[src/hw/rtl/mie_pkg.sv]
// Shared types and constants for the modular inverse block.
// No dependencies.
package mie_pkg;
   localparam int DATA_WIDTH_DEF = 32;
   typedef struct packed {
      logic [DATA_WIDTH_DEF-1:0] modulus;
      logic signed [DATA_WIDTH_DEF-1:0] operand;
   } req_type;
   typedef struct packed {
      logic                      status;
      logic [DATA_WIDTH_DEF-1:0] additive_inverse;
      logic [DATA_WIDTH_DEF-1:0] multiplicative_inverse;
   } rsp_type;
   typedef enum logic [2:0] {
      OP_LOAD, OP_REDUCE_START, OP_REDUCE_FIX, OP_DIV_START, OP_STEP, OP_MUL_START,
      OP_UPDATE, OP_FINAL_START
   } op_type;
   typedef struct packed {
      logic  valid;
      op_type op;
   } cmd_type;
   typedef struct packed {
      logic unit_done;
      logic m_small;
      logic r1_zero;
      logic r1_one;
   } stat_type;
endpackage

[src/hw/rtl/modular_inverse_ext_euclid.sv]
// Top level of the modular inverse block (extended Euclid).
// Depends on mie_pkg, mie_control and mie_datapath.
//
//  channel | ports                   | transfer when
//  req     | start, busy, req_data   | start high and busy low
//  rsp     | rsp_valid, rsp_data     | rsp_valid high (one cycle, no stall)
//
// Sequence: the check and the operand reduction, then per Euclid step the test,
// divider, multiplier and update, then the final reduction before the strobe.
// Reset clears the controller and the divider busy flag; the payload needs none.
// Busy drops in the strobe cycle, so the next transfer may be taken at its end.
module modular_inverse_ext_euclid import mie_pkg::*; #(
   parameter int DATA_WIDTH = DATA_WIDTH_DEF
) (
   input  logic    clock,
   input  logic    reset,
   input  logic    start,
   output logic    busy,
   input  req_type req_data,
   output logic    rsp_valid,
   output rsp_type rsp_data
);
   cmd_type  cmd;
   stat_type stat;
   logic     done, fail;
   logic [DATA_WIDTH-1:0] add_inv, mul_inv;

   // sequence one item at a time through the shared units
   mie_control u_ctrl (
      .clock(clock), .reset(reset), .start(start), .stat(stat),
      .busy(busy), .cmd(cmd), .done(done), .fail(fail)
   );

   // hold operands, remainders and coefficients
   mie_datapath #(.DATA_WIDTH(DATA_WIDTH)) u_dp (
      .clock(clock), .reset(reset), .cmd(cmd),
      .in_modulus(DATA_WIDTH'(req_data.modulus)),
      .in_operand(DATA_WIDTH'(req_data.operand)),
      .stat(stat), .add_inv(add_inv), .mul_inv(mul_inv)
   );

   // drop the inverse fields to zero on failure
   assign rsp_valid = done;
   assign rsp_data.status = fail;
   assign rsp_data.additive_inverse = fail ? '0 : DATA_WIDTH_DEF'(add_inv);
   assign rsp_data.multiplicative_inverse = fail ? '0 : DATA_WIDTH_DEF'(mul_inv);
endmodule

[src/hw/rtl/mie_datapath.sv]
// Datapath: remainders, coefficients, shared restoring divider and
// shift-add multiplier. Depends on mie_pkg.
module mie_datapath import mie_pkg::*; #(
   parameter int DATA_WIDTH = DATA_WIDTH_DEF
) (
   input  logic                  clock,
   input  logic                  reset,
   input  cmd_type               cmd,
   input  logic [DATA_WIDTH-1:0] in_modulus,
   input  logic [DATA_WIDTH-1:0] in_operand,
   output stat_type              stat,
   output logic [DATA_WIDTH-1:0] add_inv,
   output logic [DATA_WIDTH-1:0] mul_inv
);
   localparam int W = DATA_WIDTH;
   localparam int CW = $clog2(W + 1);
   logic [W-1:0] m_ff, raw_ff, y_ff, r0_ff, r1_ff, t0_ff, t1_ff;
   logic         neg_ff, t1neg_ff;
   // shared divider: num / den
   logic [W-1:0] num_ff, den_ff, quo_ff, rem_ff;
   logic [CW-1:0] cnt_ff;
   logic         busy_ff, is_mul_ff;
   // multiplier accumulator q*t1 (coefficients stay below modulus)
   logic [W-1:0] acc_ff, mcand_ff, mplier_ff;
   logic [W:0]   trial;
   logic [W-1:0] rsh;
   logic [W-1:0] mag;
   logic [W-1:0] fr;

   assign rsh   = {rem_ff[W-2:0], num_ff[W-1]};
   assign trial = {rem_ff[W-1], rsh} - {1'b0, den_ff};
   assign mag   = W'(~raw_ff + W'(1));
   assign fr    = rem_ff;

   always_ff @(posedge clock) begin
      if (reset) begin
         busy_ff <= 1'b0;
         cnt_ff  <= '0;
      end else if (cmd.valid) begin
         case (cmd.op)
            OP_LOAD: begin
               m_ff <= in_modulus;
               raw_ff <= in_operand;
               neg_ff <= in_operand[W-1];
            end
            OP_REDUCE_START: begin
               num_ff <= neg_ff ? mag : raw_ff;
               den_ff <= m_ff;
               rem_ff <= '0;
               cnt_ff <= CW'(W);
               is_mul_ff <= 1'b0;
               busy_ff <= 1'b1;
            end
            OP_REDUCE_FIX: begin
               y_ff  <= (neg_ff && fr != '0) ? m_ff - fr : fr;
               r0_ff <= m_ff;
               r1_ff <= (neg_ff && fr != '0) ? m_ff - fr : fr;
               t0_ff <= '0;
               t1_ff <= W'(1);
               t1neg_ff <= 1'b0;
            end
            OP_DIV_START: begin
               num_ff <= r0_ff;
               den_ff <= r1_ff;
               rem_ff <= '0;
               cnt_ff <= CW'(W);
               is_mul_ff <= 1'b0;
               busy_ff <= 1'b1;
            end
            OP_MUL_START: begin
               acc_ff <= '0;
               mcand_ff <= t1_ff;
               mplier_ff <= quo_ff;
               cnt_ff <= CW'(W);
               is_mul_ff <= 1'b1;
               busy_ff <= 1'b1;
            end
            OP_UPDATE: begin
               r0_ff <= r1_ff;
               r1_ff <= rem_ff;
               t0_ff <= t1_ff;
               t1_ff <= t0_ff + acc_ff;
               t1neg_ff <= ~t1neg_ff;
            end
            OP_FINAL_START: begin
               num_ff <= t1_ff;
               den_ff <= m_ff;
               rem_ff <= '0;
               cnt_ff <= CW'(W);
               is_mul_ff <= 1'b0;
               busy_ff <= 1'b1;
            end
            default: begin
               busy_ff <= busy_ff;
            end
         endcase
      end else if (busy_ff) begin
         if (is_mul_ff) begin
            if (mplier_ff[0]) acc_ff <= acc_ff + mcand_ff;
            mcand_ff  <= {mcand_ff[W-2:0], 1'b0};
            mplier_ff <= {1'b0, mplier_ff[W-1:1]};
         end else begin
            num_ff <= {num_ff[W-2:0], 1'b0};
            if (!trial[W]) begin
               rem_ff <= trial[W-1:0];
               quo_ff <= {quo_ff[W-2:0], 1'b1};
            end else begin
               rem_ff <= rsh;
               quo_ff <= {quo_ff[W-2:0], 1'b0};
            end
         end
         cnt_ff <= cnt_ff - CW'(1);
         if (cnt_ff == CW'(1)) busy_ff <= 1'b0;
      end
   end

   assign stat.unit_done = ~busy_ff;
   assign stat.m_small   = (m_ff[W-1:1] == '0);
   assign stat.r1_zero   = (r1_ff == '0);
   assign stat.r1_one    = (r1_ff == W'(1));
   assign add_inv = m_ff - y_ff;
   assign mul_inv = (t1neg_ff && fr != '0) ? m_ff - fr : fr;
endmodule

[src/hw/rtl/mie_control.sv]
// Controller state machine sequencing the datapath.
// Depends on mie_pkg.
module mie_control import mie_pkg::*; (
   input  logic     clock,
   input  logic     reset,
   input  logic     start,
   input  stat_type stat,
   output logic     busy,
   output cmd_type  cmd,
   output logic     done,
   output logic     fail
);
   typedef enum logic [3:0] {
      S_IDLE, S_CHECK, S_RED, S_RED_WAIT, S_RED_FIX, S_TEST, S_DIV_WAIT, S_MUL,
      S_MUL_WAIT, S_UPD, S_FIN_WAIT, S_OUT
   } state_type;
   state_type state_ff;
   logic done_ff, fail_ff;

   always_ff @(posedge clock) begin
      if (reset) begin
         state_ff <= S_IDLE;
         done_ff <= 1'b0;
         fail_ff <= 1'b0;
      end else begin
         done_ff <= 1'b0;
         case (state_ff)
            S_IDLE:     if (start) state_ff <= S_CHECK;
            S_CHECK: begin
               if (stat.m_small) begin
                  fail_ff <= 1'b1; done_ff <= 1'b1; state_ff <= S_IDLE;
               end else state_ff <= S_RED;
            end
            S_RED:      state_ff <= S_RED_WAIT;
            S_RED_WAIT: if (stat.unit_done) state_ff <= S_RED_FIX;
            S_RED_FIX:  state_ff <= S_TEST;
            S_TEST: begin
               if (stat.r1_zero) begin
                  fail_ff <= 1'b1; done_ff <= 1'b1; state_ff <= S_IDLE;
               end else if (stat.r1_one) state_ff <= S_FIN_WAIT;
               else state_ff <= S_DIV_WAIT;
            end
            S_DIV_WAIT: if (stat.unit_done) state_ff <= S_MUL;
            S_MUL:      state_ff <= S_MUL_WAIT;
            S_MUL_WAIT: if (stat.unit_done) state_ff <= S_UPD;
            S_UPD:      state_ff <= S_TEST;
            S_FIN_WAIT: if (stat.unit_done) state_ff <= S_OUT;
            S_OUT: begin
               fail_ff <= 1'b0; done_ff <= 1'b1; state_ff <= S_IDLE;
            end
            default:    state_ff <= S_IDLE;
         endcase
      end
   end

   // one-cycle datapath commands decoded from state and transition
   always_comb begin
      cmd.valid = 1'b0;
      cmd.op    = OP_LOAD;
      case (state_ff)
         S_IDLE:    begin cmd.valid = start; cmd.op = OP_LOAD; end
         S_RED:     begin cmd.valid = 1'b1; cmd.op = OP_REDUCE_START; end
         S_RED_FIX: begin cmd.valid = 1'b1; cmd.op = OP_REDUCE_FIX; end
         S_TEST: begin
            cmd.valid = !stat.r1_zero;
            cmd.op    = stat.r1_one ? OP_FINAL_START : OP_DIV_START;
         end
         S_MUL:     begin cmd.valid = 1'b1; cmd.op = OP_MUL_START; end
         S_UPD:     begin cmd.valid = 1'b1; cmd.op = OP_UPDATE; end
         default:   cmd.valid = 1'b0;
      endcase
   end

   assign busy = (state_ff != S_IDLE);
   assign done = done_ff;
   assign fail = fail_ff;
endmodule

[config.mk]
export PLATFORM = sky130hd
export DESIGN_NAME = modular_inverse_ext_euclid
export DESIGN_NICKNAME = d
export VERILOG_FILES = /design/src/hw/rtl/mie_pkg.sv /design/src/hw/rtl/modular_inverse_ext_euclid.sv /design/src/hw/rtl/mie_datapath.sv /design/src/hw/rtl/mie_control.sv
export SDC_FILE = /design/constraint.sdc
export NUM_CORES = 1
export LEC_CHECK = 0
export BUFFER_PORTS_ARGS = -buffer_cell sky130_fd_sc_hd__clkbuf_2
export CORE_MARGIN = 2
export CORE_UTILIZATION = 45
export DETAILED_ROUTE_END_ITERATION = 12
export HOLD_SLACK_MARGIN = 0.05
export PLACE_DENSITY_LB_ADDON = 0.25
export SLEW_MARGIN = 10
export SYNTH_ARGS = -nofsm -noshare
export SYNTH_HDL_FRONTEND = slang
export SYNTH_SLANG_ARGS = --single-unit
[constraint.sdc]
create_clock -name clock -period 20.6 [get_ports clock]
set_input_delay 1.03 -clock clock [delete_from_list [all_inputs] [get_ports clock]]
set_output_delay 1.03 -clock clock [all_outputs]
set_load 0.03 [all_outputs]
Word level (Yosys, flattened, before mapping)
Index checks and enable logic that the tools add are counted.

word-level totals
  flip-flop bits (word level) = 464
  output and inout port bits = 67
  word-level logic and storage cells = 159

operators by class
  $add $sub $neg = 7
  equality and inequality tests = 31
  mux-type cells = 60
  bitwise gates (word level) = 5
  reductions and logical operators = 34

operators with widths
  operator                                              number
  two-way mux 32 bit                                    26
  one-hot mux 32 bit (2 select lines)                   5
  one-hot mux 32 bit (3 select lines)                   1
  adder 32 bit                                          2
  subtractor 32 bit                                     2
  one-hot mux 4 bit (10 select lines)                   1
  subtractor 33 x 32 -> 33 bit                          1
  adder 32 x 1 -> 32 bit, second input constant         1
  equality test 32 x 1 -> 1 bit, second input constant  1
  zero test 32 bit                                      1
  inverter 32 bit                                       1
  nonzero test 32 bit                                   1
  zero test 31 bit                                      1
  two-way mux 4 bit                                     7
  two-way mux 6 bit                                     3
  != test 2 bit, second input constant                  9
  AND reduction 3 bit                                   6
  equality test 4 x 3 -> 1 bit, second input constant   4
  equality test 4 bit, second input constant            4
  AND reduction 4 bit                                   4
  one-hot mux 3 bit (5 select lines)                    1
  nonzero test 2 bit                                    6
  AND reduction 5 bit                                   2
  equality test 3 bit, second input constant            3
  24 further kinds                                      44

Longest topological paths before layout
  depth in word-level cells = 7
  depth in mapped cells = 13
  mapped depth without buffers = 13

Modules after synthesis
A second synthesis with hierarchy kept.

second synthesis, totals
  cell total of the unflattened synthesis = 2602
  area, all modules = 28154.5 um^2

by module, submodules not included
  module                      times used  cells an instance  area an instance (um^2)  sequential area each (um^2)
  mie_datapath                1           2465               27008.4                  13653.1
  modular_inverse_ext_euclid  1           72                 644.4                    0.0
  mie_control                 1           65                 501.7                    120.1

Least setup slack after synthesis
OpenSTA, ideal clock, no wires.

  path kind = input port to flip-flop
  start = input start
  end = register u_dp.r0_ff[0], enable pin
  library setup time = 0.776 ns
  arrival time = 10.728 ns
  data required time = 19.824 ns
  slack = 9.096 ns
  stages = 7
  buffers on the path = 1
  cells stage by stage = nor2_1 > nor3_1 > a31oi_1 > o211a_1 > clkbuf_1 > or2_2 > nor3_1

between the ends
  word-level cells in the longest chain between the ends = 2

RTL lines
  item                                line                              RTL
  start: declaration                  modular_inverse_ext_euclid.sv:17  input logic start,
  one-hot mux 1 bit (3 select lines)  mie_control.sv:60                 case (state_ff)
  AND reduction 3 bit (no line)       --
  end signal: assignment              mie_datapath.sv:56                r0_ff <= m_ff;
  end signal: assignment              mie_datapath.sv:79                r0_ff <= r1_ff;
  end: declaration                    mie_datapath.sv:17                logic [W-1:0] m_ff, raw_ff, y_ff, r0_ff, r1_ff, t0_ff, t1_ff;

Every way passes these cells.
A chain may end at the register's enable or synchronous reset.

==> metrics <==
fillers 5691; Hold-fix buffers, CTS 0; H-tree lvl count 2; Top Layer Used met4; crit-path max FO 7; Core ar. 61900 um^2; Worst-Margin Slew 1.04 ns; layout cell share with drive strength beyond 1 0.121; gr ovfl total 0; status complete, no violations; final wirelength 76.1 mm; Sink Count 463; die area 64900 um^2; #FFs+latches synth 463; metal3 WL 3.73 mm; peak supply drop 0.0000585 V; Crit Path Class reg2out; RePlAce Congestion 0.960; Post-Route M1 WL 33.2 mm; largest net degree at the start of global routing 83; initial antenna violation count 0; I/O pin count 134; via count 22146; clock buffer depth 3; most frequent cells in the layout edfxtp_1 (450), nand2_1 (441), nor2_1 (271); f_max 174 MHz; Rows 91; first drt pass iteration count 5; most common cell after layout, fill and taps aside edfxtp_1; Synth cell types 75; Wirelength per Cell 19.8 um; die width 255 um; GRT Overall Usage 0.235; reg-to-reg startpoint u_dp.r1_ff[29]$_DFFE_PP_; vias per std cell 5.77; Pwr Total 2.29 mW; dpl hpwl 55.4 mm; FF-to-FF path depth 10; mean post-synth cell area 9.92 um^2; Synth area leader edfxtp_1; post-synthesis cell area 28300 um^2; Final Critical Period 5.74 ns; post-synth top area share 0.478; Worst EP required 19.57 ns; reg-to-reg slack, setup 15.83 ns; unrepaired setup endpoints after global routing false; sequential fraction of the synthesis area 0.487; first-pass GRT wire length 119 mm; post-cts resize count 0; Setup Skew 0.0335 ns; Die Ht 255 um; Setup crit end kind output port; drt initial violations 1891; Synthesized Nets 3085; total negative slack 0 ns; Max Slew Vio Count 0; pwr/cell area 72.5 nW/um^2; Arr. time, crit path 4.71 ns; Yosys warnings 0; final setup margin 14.86 ns; prevailing post-synth register cell edfxtp_1; clk_lat worst skew 0.64 ns; Hold/Removal Path Class reg2reg; number of global-route vias before repair 21821; CP max stage cell or4b_2; fin util 0.510; n_diodes 0; crit path to rsp_data[29]; Synth Instances 2853; Rel. slew slack 0.308; post-CTS setup buffers 0; Detail Route Antenna Nets 0; max cap viols 0; Root Buffer clkbuf_16; worst slack at placement 15.57 ns; Starting Density 0.457; CP max stage delay 0.68 ns; FF-to-FF End u_dp.acc_ff[29]$_SDFFCE_PP0P_; Post-synth EDFFs 450; Synth async-reset ratio 0; final-report setup violation count 0; dominant cells by area after synthesis edfxtp_1 (48%), ha_1 (7.1%), nand2_1 (5.9%); Layout area overhead 11.8%; Worst setup startpoint u_dp.fr[2]$_SDFFCE_PP0P_; critical path cell sequence inv_1 > ha_1 > o2111ai_1 > a31oi_1 > o211ai_1 > o311ai_0 > a221oi_1 > or4b_2 > and4_1 > o22ai_1 > clkbuf_2; Hold Vio Cnt, Final 0; Pleak 12.7 nW; PortBufs 133; Worst-path clk slew 0.06 ns; cts bufs inserted 53; Startpoint Class flop; CTS tree yes; DRC 0; nets@finish 3190; final period utilization 0.279; met2 WL 35.7 mm
## power by group
| part | leakage [nW] | total [mW] | internal [mW] | switching [mW] |
|---|---|---|---|---|
| registers | 4.20 | 1.07 | 1.05 | 0.0191 |
| logic | 7.68 | 0.279 | 0.0980 | 0.181 |
| clock network | 0.842 | 0.941 | 0.547 | 0.394 |
## sequential cells by signal (all words and copies together) (netlist names)
signal and flops:
u_dp.den_ff 32, u_dp.is_mul_ff 1, u_dp.t1neg_ff 1, u_dp.t0_ff 32
u_ctrl.done 1, u_dp.y_ff 32, u_dp.fr 32, u_dp.num_ff 32
u_dp.raw_ff 32, u_dp.busy_ff 1, u_dp.cnt_ff 6, u_dp.r0_ff 32
u_dp.t1_ff 32, u_ctrl.state_ff 4, u_dp.quo_ff 32, u_dp.m_ff 32
u_dp.acc_ff 32, u_dp.mplier_ff 32, u_dp.r1_ff 32, u_dp.mcand_ff 32
u_ctrl.fail 1
## Yosys cell counts, drive strengths merged, types with 7 or more instances
master  number
o211ai      18
o31ai       20
nor3b        8
inv        141
mux2        77
a21o        85
xor2        57
nor4        29
nand2      442
nor2       277
mux2i       31
a21oi      207
ha         160
o21ai      143
edfxtp     450
a21boi       7
o21a        22
o22ai        8
nor3        47
and3        53
nor2b       31
nand3       37
a221oi      31
nand4       23
o21bai      14
buf         10
a211oi      30
xnor2       86
nand2b      37
dfxtp       13
a31oi       22
or3         23
clkbuf     108
and2        11
a31o         7
## cell families after synthesis
logic type / Yosys count / synth area share
simple gates: 1048 / 0.168
compound gates: 667 / 0.151
flops: 463 / 0.487
buf+inv: 259 / 0.0345
fa+ha+maj: 165 / 0.0743
xor+xnor: 143 / 0.0443
mux: 108 / 0.0416
## critical path, delay by kind of cell (launching register included)
family,cells,cell delay (ns)
AND/OR/NAND/NOR,2,0.90
flip-flops,1,0.60
buffers and inverters,2,0.33
AO/OA/AOI/OAI,6,1.91
adder cells (fa/ha/maj),1,0.36
## area by class of cell
cell class	count	area (um^2)	area share
clock buffer	73	1460	0.0463
clock inverter	24	260	0.00823
inverter	141	529	0.0167
multi-input combinational	2131	13600	0.431
sequential	463	13800	0.436
tap	837	1050	0.0331
timing repair buffer	168	928	0.0294
## per-stage QoR
step                      hold slack, ns  area (um^2)  cells
after floorplan                    0.426        28300   2853
after global placement             0.432        29900   3740
after detailed placement           0.436        29900   3740
after CTS                          0.449        31600   3837
after global routing               0.461        31600   3837
final                              0.449        31600   3837
## metal layers
layer | up-vias | track usage
met4 | 0 | 0.104
met2 | 665 | 0.392
met3 | 194 | 0.0296
met1 | 10668 | 0.306
li1 | 10619 | -
met5 | - | 0
## how the worst min path moves through the flow
| stage | end | startpoint | slack, ns | cells past startpoint |
|---|---|---|---|---|
| after global placement | u_dp.quo_ff[5]$_DFFE_PP_ | u_dp.quo_ff[4]$_DFFE_PP_ | 0.43 | 0 |
| final | u_dp.quo_ff[11]$_DFFE_PP_ | u_dp.quo_ff[10]$_DFFE_PP_ | 0.45 | 0 |
| after floorplan | u_dp.quo_ff[10]$_DFFE_PP_ | u_dp.quo_ff[9]$_DFFE_PP_ | 0.43 | 0 |
| after global routing | u_dp.quo_ff[5]$_DFFE_PP_ | u_dp.quo_ff[4]$_DFFE_PP_ | 0.46 | 0 |
| after detailed placement | u_dp.quo_ff[24]$_DFFE_PP_ | u_dp.quo_ff[23]$_DFFE_PP_ | 0.44 | 0 |
| after CTS | u_dp.quo_ff[31]$_DFFE_PP_ | u_dp.quo_ff[30]$_DFFE_PP_ | 0.45 | 0 |
(Power assumes the default switching activity.)
